===== src/rtl/ddmw_pkg.sv =====
// Shared types, constants and mixing functions for the differential drive mixer.
package ddmw_pkg;

    localparam int DUTY_FULL  = 8192;
    localparam int SPEED_MAX  = 100;
    localparam int Q_ONE      = 16384;
    localparam int Q_SHIFT    = 14;
    localparam int DUTY_W     = 14;
    localparam int SPEED_W    = 7;
    localparam int CMD_W      = 16;
    localparam int ELAPSED_W  = 16;
    localparam int TIMEOUT_W  = 16;

    localparam logic [TIMEOUT_W-1:0] TIMEOUT_RESET = TIMEOUT_W'(500);
    localparam logic [ELAPSED_W-1:0] ELAPSED_MAX   = {ELAPSED_W{1'b1}};

    typedef enum logic [1:0] {
        FUNC_DRIVE = 2'd0,
        FUNC_STOP  = 2'd1,
        FUNC_TICK  = 2'd2,
        FUNC_NONE  = 2'd3
    } func_t;

    typedef enum logic {
        REG_TIMEOUT = 1'b0,
        REG_UNUSED  = 1'b1
    } reg_idx_t;

    typedef logic [DUTY_W-1:0] duty_table_t [SPEED_MAX+1];

    typedef struct packed {
        logic [DUTY_W-1:0] fwd;
        logic [DUTY_W-1:0] rev;
    } wheel_t;

    typedef struct packed {
        logic              tripped;
        logic              moving;
        logic [DUTY_W-1:0] right_reverse;
        logic [DUTY_W-1:0] right_forward;
        logic [DUTY_W-1:0] left_reverse;
        logic [DUTY_W-1:0] left_forward;
    } result_t;

    function automatic duty_table_t make_duty_table();
        duty_table_t t;
        for (int i = 0; i <= SPEED_MAX; i++)
        begin
            t[i] = DUTY_W'(i * DUTY_FULL / SPEED_MAX);
        end
        return t;
    endfunction

    localparam duty_table_t DUTY_TABLE = make_duty_table();

    function automatic logic signed [CMD_W:0] clamp_q(input logic signed [CMD_W-1:0] v);
        logic signed [CMD_W:0] w;
        w = {v[CMD_W-1], v};
        if (w > (CMD_W+1)'(Q_ONE))
            return (CMD_W+1)'(Q_ONE);
        if (w < -(CMD_W+1)'(Q_ONE))
            return -(CMD_W+1)'(Q_ONE);
        return w;
    endfunction

    function automatic wheel_t mix_wheel(input logic signed [CMD_W:0] sum);
        logic [CMD_W-1:0]          mag;
        logic [CMD_W+SPEED_W-1:0]  scaled;
        logic [CMD_W+SPEED_W-Q_SHIFT-1:0] speed_raw;
        logic [SPEED_W-1:0]        speed;
        logic [DUTY_W-1:0]         duty;
        wheel_t                    w;
        mag = sum[CMD_W] ? CMD_W'(-sum) : CMD_W'(sum);
        scaled = (CMD_W+SPEED_W)'(mag) * (CMD_W+SPEED_W)'(SPEED_MAX);
        speed_raw = scaled[CMD_W+SPEED_W-1:Q_SHIFT];
        if (speed_raw > (CMD_W+SPEED_W-Q_SHIFT)'(SPEED_MAX))
            speed = SPEED_W'(SPEED_MAX);
        else
            speed = speed_raw[SPEED_W-1:0];
        duty = DUTY_TABLE[speed];
        w.fwd = (!sum[CMD_W] && speed != '0) ? duty : '0;
        w.rev = sum[CMD_W] ? duty : '0;
        return w;
    endfunction

endpackage


===== src/rtl/differential_drive_mixer_watchdog_unit.sv =====
// Differential drive mixer with command watchdog: top level.
//
// Input stream: s_axis_tuser carries the request kind (drive, stop, tick) and
// s_axis_tdata the turn and throttle commands in Q2.14. Each request gives one
// result on the output stream: four wheel channel duties, the moving flag and
// a watchdog trip flag. A tick request stands for one millisecond.
// The request is accepted into an input register, then goes through the mixing
// and watchdog logic into the result register. One request is taken every
// cycle while the receiver keeps up; throughput is one per cycle, set by the
// single pass from the input register to the result register.
// When the receiver stalls, the result register holds; the input register
// still takes one more request, and tready falls only when both are full.
// The APB port holds the timeout register at address 0; write it while the
// streams are idle.
// Reset clears both pipeline stages, the duties, the moving flag and the
// elapsed counter, and loads the timeout with 500 ticks.
module differential_drive_mixer_watchdog_unit
(
    input  logic        clk,
    input  logic        rst_n,
    input  logic        s_axis_tvalid,
    output logic        s_axis_tready,
    input  logic [31:0] s_axis_tdata,   // turn_cmd[15:0], throttle_cmd[31:16]
    input  logic [1:0]  s_axis_tuser,   // func[1:0]
    output logic        m_axis_tvalid,
    input  logic        m_axis_tready,
    output logic [63:0] m_axis_tdata,   // left_forward_duty[13:0], left_reverse_duty[27:14],
                                        // right_forward_duty[41:28], right_reverse_duty[55:42],
                                        // moving_flag[56], watchdog_tripped[57], zero[63:58]
    input  logic        psel,
    input  logic        penable,
    input  logic        pwrite,
    input  logic [2:0]  paddr,
    input  logic [31:0] pwdata,
    output logic [31:0] prdata,
    output logic        pready
);

    localparam int DW = ddmw_pkg::DUTY_W;

    logic                                 in_valid_reg;
    logic [1:0]                           in_func_reg;
    logic signed [ddmw_pkg::CMD_W-1:0]    in_turn_reg;
    logic signed [ddmw_pkg::CMD_W-1:0]    in_throttle_reg;

    logic                                 out_valid_reg;
    ddmw_pkg::result_t                    out_reg;
    ddmw_pkg::result_t                    out_next;

    logic                                 moving_reg;
    logic                                 moving_next;
    logic [ddmw_pkg::ELAPSED_W-1:0]       elapsed_reg;
    logic [ddmw_pkg::ELAPSED_W-1:0]       elapsed_next;
    logic [DW-1:0]                        duty_reg [4];
    logic [DW-1:0]                        duty_next [4];
    logic [ddmw_pkg::TIMEOUT_W-1:0]       timeout_reg;

    logic                                 advance;
    logic                                 cfg_write;
    logic signed [ddmw_pkg::CMD_W:0]      x_clamped;
    logic signed [ddmw_pkg::CMD_W:0]      y_clamped;
    ddmw_pkg::wheel_t                     left_wheel;
    ddmw_pkg::wheel_t                     right_wheel;
    logic                                 tripped;

    assign advance       = in_valid_reg && (!out_valid_reg || m_axis_tready);
    assign s_axis_tready = !in_valid_reg || advance;
    assign m_axis_tvalid = out_valid_reg;
    assign m_axis_tdata  = {6'b0, out_reg};

    assign pready    = 1'b1;
    assign cfg_write = psel && penable && pwrite && pready
                       && (paddr[2] == ddmw_pkg::REG_TIMEOUT);
    assign prdata    = (paddr[2] == ddmw_pkg::REG_TIMEOUT)
                       ? {{(32 - ddmw_pkg::TIMEOUT_W){1'b0}}, timeout_reg} : 32'd0;

    always_ff @(posedge clk or negedge rst_n)
    begin
        if (!rst_n)
            timeout_reg <= ddmw_pkg::TIMEOUT_RESET;
        else if (cfg_write)
            timeout_reg <= pwdata[ddmw_pkg::TIMEOUT_W-1:0];
    end

    always_ff @(posedge clk or negedge rst_n)
    begin
        if (!rst_n)
            in_valid_reg <= 1'b0;
        else if (s_axis_tready)
            in_valid_reg <= s_axis_tvalid;
    end

    always_ff @(posedge clk)
    begin
        if (s_axis_tready && s_axis_tvalid)
        begin
            in_func_reg     <= s_axis_tuser;
            in_turn_reg     <= s_axis_tdata[15:0];
            in_throttle_reg <= s_axis_tdata[31:16];
        end
    end

    assign x_clamped   = ddmw_pkg::clamp_q(in_turn_reg);
    assign y_clamped   = ddmw_pkg::clamp_q(in_throttle_reg);
    assign left_wheel  = ddmw_pkg::mix_wheel(y_clamped + x_clamped);
    assign right_wheel = ddmw_pkg::mix_wheel(y_clamped - x_clamped);

    always_comb
    begin
        moving_next  = moving_reg;
        elapsed_next = elapsed_reg;
        duty_next    = duty_reg;
        tripped      = 1'b0;
        unique case (ddmw_pkg::func_t'(in_func_reg))
            ddmw_pkg::FUNC_DRIVE:
            begin
                elapsed_next = '0;
                if (in_turn_reg != '0 || in_throttle_reg != '0)
                    moving_next = 1'b1;
                duty_next[0] = left_wheel.fwd;
                duty_next[1] = left_wheel.rev;
                duty_next[2] = right_wheel.fwd;
                duty_next[3] = right_wheel.rev;
            end
            ddmw_pkg::FUNC_STOP:
            begin
                moving_next = 1'b0;
                duty_next   = '{default: '0};
            end
            ddmw_pkg::FUNC_TICK:
            begin
                if (elapsed_reg != ddmw_pkg::ELAPSED_MAX)
                    elapsed_next = elapsed_reg + 1'b1;
                if (moving_reg && elapsed_next > timeout_reg)
                begin
                    moving_next = 1'b0;
                    duty_next   = '{default: '0};
                    tripped     = 1'b1;
                end
            end
            default:
            begin
            end
        endcase
        out_next.left_forward  = duty_next[0];
        out_next.left_reverse  = duty_next[1];
        out_next.right_forward = duty_next[2];
        out_next.right_reverse = duty_next[3];
        out_next.moving        = moving_next;
        out_next.tripped       = tripped;
    end

    always_ff @(posedge clk or negedge rst_n)
    begin
        if (!rst_n)
        begin
            moving_reg  <= 1'b0;
            elapsed_reg <= '0;
            duty_reg    <= '{default: '0};
        end
        else if (advance)
        begin
            moving_reg  <= moving_next;
            elapsed_reg <= elapsed_next;
            duty_reg    <= duty_next;
        end
    end

    always_ff @(posedge clk or negedge rst_n)
    begin
        if (!rst_n)
            out_valid_reg <= 1'b0;
        else if (advance)
            out_valid_reg <= 1'b1;
        else if (m_axis_tready)
            out_valid_reg <= 1'b0;
    end

    always_ff @(posedge clk)
    begin
        if (advance)
            out_reg <= out_next;
    end

    a_trip_stops: assert property (@(posedge clk) disable iff (!rst_n)
        out_valid_reg && out_reg.tripped |->
            !out_reg.moving && out_reg.left_forward == '0 && out_reg.left_reverse == '0
            && out_reg.right_forward == '0 && out_reg.right_reverse == '0)
        else $error("watchdog trip left a wheel driven");

    a_moving_matches: assert property (@(posedge clk) disable iff (!rst_n)
        out_valid_reg |-> out_reg.moving == moving_reg)
        else $error("reported moving flag differs from state");

    a_elapsed_mono: assert property (@(posedge clk) disable iff (!rst_n)
        advance && in_func_reg != ddmw_pkg::FUNC_DRIVE |=>
            elapsed_reg >= $past(elapsed_reg))
        else $error("elapsed counter went back without a drive request");

    a_stall_holds: assert property (@(posedge clk) disable iff (!rst_n)
        !s_axis_tready |-> in_valid_reg && out_valid_reg && !m_axis_tready)
        else $error("input stalled while a stage was free");

    a_one_side: assert property (@(posedge clk) disable iff (!rst_n)
        out_valid_reg |-> !(out_reg.left_forward != '0 && out_reg.left_reverse != '0)
            && !(out_reg.right_forward != '0 && out_reg.right_reverse != '0))
        else $error("both channels of one wheel driven");

endmodule

===== config.mk =====
export PLATFORM = sky130hd
export DESIGN_NAME = differential_drive_mixer_watchdog_unit
export DESIGN_NICKNAME = d
export VERILOG_FILES = /design/src/rtl/ddmw_pkg.sv /design/src/rtl/differential_drive_mixer_watchdog_unit.sv
export SDC_FILE = /design/constraint.sdc
export NUM_CORES = 1
export LEC_CHECK = 0
export BUFFER_PORTS_ARGS = -buffer_cell sky130_fd_sc_hd__buf_2
export CAP_MARGIN = 20
export CORE_MARGIN = 5
export CORE_UTILIZATION = 35
export CTS_CLUSTER_DIAMETER = 30
export CTS_CLUSTER_SIZE = 20
export DETAILED_ROUTE_END_ITERATION = 8
export MAX_ROUTING_LAYER = met4
export PLACE_DENSITY = 0.5
export SLEW_MARGIN = 10
export SYNTH_ARGS = -nofsm -noshare
export SYNTH_HDL_FRONTEND = slang
export SYNTH_SLANG_ARGS = --single-unit

===== constraint.sdc =====
create_clock -name clk -period 16.2 [get_ports clk]
set_input_delay 2.43 -clock clk [delete_from_list [all_inputs] [get_ports clk]]
set_output_delay 2.43 -clock clk [all_outputs]
set_load 0.03 [all_outputs]

## After elaboration in Yosys (flattened, before gate mapping)

Memory sizes are Yosys's and may differ from the RTL's.
Index checks and enable logic that the tools add are counted.

- Logic and storage cells: 103
- ROM bits: 3,584
- Memories: 2
- Bits in registers: 183
- Output and inout bits: 99
- Input bits: 76

Memories:

| name | words | bits a word | rd ports | clocked after Yosys merged registers in | write ports | line | source |
|---|---|---|---|---|---|---|---|
| (no name shown) | 128 | 14 | 1 | 0 | 0 | ddmw_pkg.sv:80 | `duty = DUTY_TABLE[speed];` |
| (no name shown) | 128 | 14 | 1 | 0 | 0 | ddmw_pkg.sv:80 |  |

- Muxes and demuxes: 38
- $add $sub $neg: 5
- Reductions and logical operators: 23
- Order comparisons: 9
- $mul: 2
- Equality and inequality tests: 3
- Bitwise operators: 3

Operator list:

| kind | count |
|---|---|
| case mux 56 bit (3 select lines) | 1 |
| two-way mux 17 bit | 8 |
| two-way mux 14 bit | 8 |
| two-way mux 16 bit | 5 |
| two-way mux 56 bit | 1 |
| multiplier 16 x 5 -> 21 bit, second input constant | 2 |
| > comparator 16 bit, second input constant | 2 |
| less-than comparator 16 x 15 -> 1 bit, second input constant | 2 |
| negator 16 bit | 2 |
| case mux 16 bit (2 select lines) | 1 |
| nonzero test 16 bit | 2 |
| > comparator 9 x 7 -> 1 bit, second input constant | 2 |
| adder 17 bit | 1 |
| subtractor 17 bit | 1 |
| adder 16 x 1 -> 16 bit, second input constant | 1 |
| >= comparator 8 bit, second input constant | 2 |
| > comparator 16 bit | 1 |
| != test 16 bit, second input constant | 1 |
| NOT 7 -> 8 bit | 2 |
| two-way mux 7 bit | 2 |
| nonzero test 7 bit | 2 |
| two-way mux 1 bit | 11 |
| logical AND 1 bit | 8 |
| zero test 1 bit | 4 |
| other kinds (8) | 11 |

## Logic depth before layout (Yosys ltp)

- Word-level depth: 17
- Mapped depth: 51
- Mapped depth without buffers: 46

## Least setup slack after synthesis

Ideal clock, no wire load.

- Path type: register to register
- Start: register in_throttle_reg[1] (netlist name)
- End: register out_reg, in the netlist m_axis_tdata[4], data pin
- Setup time: 0.270 ns
- Path slack: 6.693 ns
- Path buffers: 4
- Stages on the path, launching flop included: 46
- Data required time: 15.930 ns
- Arrival: 9.236 ns
- Period minus slack after synthesis: 9.507 ns
- Cells stage by stage: edfxtp_1 -> nor4_1 -> nand3_1 -> o21ai_0 -> clkbuf_1 -> and2_1 -> ha_1 -> buf_2 -> o21a_1 -> o2111a_1 -> o41ai_1 -> a21oi_2 -> a21o_1 -> a21oi_1 -> xnor2_1 -> a31oi_1 -> and2_1 -> nor2_1 -> (+10 left out) -> inv_1 -> a31oi_1 -> a21oi_1 -> a311o_1 -> or3_1 -> nand3_1 -> a21oi_1 -> nand2b_1 -> buf_2 -> nor2_1 -> inv_1 -> ha_1 -> clkinv_1 -> o22ai_2 -> mux2i_1 -> a211oi_2 -> o31ai_2 -> o21ai_1

RTL lines:

| element | line | source |
|---|---|---|
| start: declaration | differential_drive_mixer_watchdog_unit.sv:44 | `logic signed [ddmw_pkg::CMD_W-1:0] in_throttle_reg;` |
| start signal: assignment | differential_drive_mixer_watchdog_unit.sv:99 | `in_throttle_reg <= s_axis_tdata[31:16];` |
| end signal: assignment | differential_drive_mixer_watchdog_unit.sv:182 | `out_reg <= out_next;` |
| end: declaration | differential_drive_mixer_watchdog_unit.sv:47 | `ddmw_pkg::result_t out_reg;` |

==> results.ini <==
[sta]
tightest_slew_ps = 1072
fin_skew_ps = 18.56
hold_viol = 0
fin_crit_ps = 12040
hold_slack_ps = 478.8
slew_viol_final = 0
tns_ps = 0
relSlewSlack_pct = 28.42
post-route-period-util_pct = 74.31
setup_violations = 0
fmax_ghz = 0.08307
rsz0062_at_grt = no

[critical_path]
path_max_fanout = 14
required_ps = 16390
slowest_stage = ha_1
critical_path_class = reg2reg
crit_buf_inv = 5
path_delay_family = compound AO/OA/AOI/OAI gates
reg2reg_from = in_throttle_reg[9]
cp-end-kind = flop
cp.arrival_ps = 12220
r2r_end = m_axis_tdata[18]
slowest_delay_ps = 660
r2r_setup_slack_ps = 4160
reg2reg_depth = 41
cp-start-kind = flop

[global_route]
grt_start_max_net_pins = 66
grt_pass1_vias = 15800
grtUsageTotal_pct = 19.74
antenna_found_initial = 0
grt.overflow.total = 0
grt_pass1_wl_um = 87820

[final_layout]
nets = 2418
largest_register_ffs = 58
layout-drive-gt1-share_pct = 13.89
area_growth_pct = 10.06
antenna_cells = 0

[synthesis]
synth_edf_count = 92
async_flop_share_pct = 49.73
yosysWarnings = 0
synth.area.top_cells = edfxtp_1, dfrtp_1, ha_1
synth_area_per_cell_um2 = 8.497
synth_ff_type = edfxtp_1
yosysMostFrequentCell = nand2_1
ys_seq_area_share_pct = 28.45
syn_area_mm2 = 0.01774
synth.cells.most_frequent = nand2_1, ha_1, inv_1
synth.top_cell.area_share_pct = 15.57
synth_cell_types = 111
yosysTopAreaCell = edfxtp_1
ys_ff_latch = 183
syn_inst = 2088

[die]
ios = 175
num_rows = 82
core-area_mm2 = 0.05017
die_w_um = 235.1
start_util_pct = 35.36
die_h_um = 235.1
die-area_mm2 = 0.05529

[clock_tree]
cts_buffers = 17
cts_root_buffer = clkbuf_16
cts_buffer_depth = 2
clock_latency_ps = 470
cts.sinks = 183
cts.htree.levels = 4
clk_pin_slew_ps = 70
cts.repair.resized = 0
cts_hold_buf = 0
cts_tree = built
cts_setup_buffers = 0

[routing]
vias = 16080
drtIter0Drc = 1298
first_pass_iters = 6
wirelength_um = 54710
drc = 0
ant_nets = 0
viasPerCell = 5.665
wl_per_cell_um = 19.27

[worst_hold_path]
min_path_cells = 2
min-delay-start = duty_reg[13]
holdPathEnd = duty_reg[13]
hold_path.class = reg2reg

[run]
max_cap_viol_count = 0

[place]
routabilityCongestion = 0.9271
dp_hpwl_um = 41300
placement.io_buffers = 133

[status]
status = finished clean

## layout make-up
type | instances | area (µm²)
Clock buffer | 17 | 425.4
Inverter | 167 | 626.9
Fill cell | 5177 | 30640
Clock inverter | 15 | 175.2
Tap cell | 672 | 840.8
Multi-Input combinational cell | 1623 | 11510
Timing Repair Buffer | 162 | 903.4
Sequential cell | 183 | 5047
## cells in the final DEF (no fill, tap or decap), drive strengths merged, types with 15 or more instances in the layout
master and n:
a22o 62, o21a 15, nor3 50, nand2 221, a21o 34, nand4 20
and3 24, o21bai 15, inv 176, xnor2 59, a21oi 123, and2 27
nand2b 25, ha 168, dfrtp 85, o31ai 17, o211ai 22, a211oi 28
clkbuf 18, o22ai 16, xor2 33, fa 20, buf 161, nor2 156
edfxtp 92, o21ai 133, mux2 26, a31oi 32, nand3 55, conb 23
## tightest hold or removal path, cell delays in order (launching register included)
cell and delay [ps]:
dfrtp_1 350, nand2_1 50, nand2_1 50
## through the flow
step	worst slack, ps	utilization (%)	instance area (µm²)	instances
2_1_floorplan	6693	-	17820	2109
3_3_place_gp	4064	37.66	18890	2805
3_5_place_dp	4000	37.66	18890	2805
4_1_cts	3936	38.85	19490	2837
5_1_grt	3453	38.92	19530	2839
6_report	4162	38.92	19530	2839
## layer usage
metal	vias up	wire length [µm]	global-route usage (%)
li1	7713	-	-
met1	7729	25290	26.48
met2	535	24660	30.43
met3	107	3194	3.597
met4	0	1557	6.247
met5	-	0	-
## logic make-up (layout without fill, tap and decap cells)
logic type	after synthesis	in the layout	synth area share (%)
AO/OA/AOI/OAI	641	641	25.95
XOR/XNOR	92	92	4.584
adder cells (fa/ha/maj)	189	189	14.17
buffers and inverters	303	361	7.278
flip-flops	183	183	28.45
multiplexers	40	40	2.511
other	2	23	0.04233
AND/OR/NAND/NOR	638	638	17.01
## worst max-delay path by stage
stage	slack, ps	endpoint	startpoint	cells after the start
floorplan	6690	m_axis_tdata[4]	in_throttle_reg[1]	45
global placement	4060	m_axis_tdata[4]	in_throttle_reg[9]	41
detailed placement	4000	m_axis_tdata[18]	in_throttle_reg[9]	41
CTS	3940	m_axis_tdata[18]	in_throttle_reg[9]	41
global route	3450	m_axis_tdata[4]	in_throttle_reg[9]	41
finish	4160	m_axis_tdata[18]	in_throttle_reg[9]	41
Power is not shown: default switching activity piles up to over one toggle a cycle in this logic, so the estimate is an artifact.
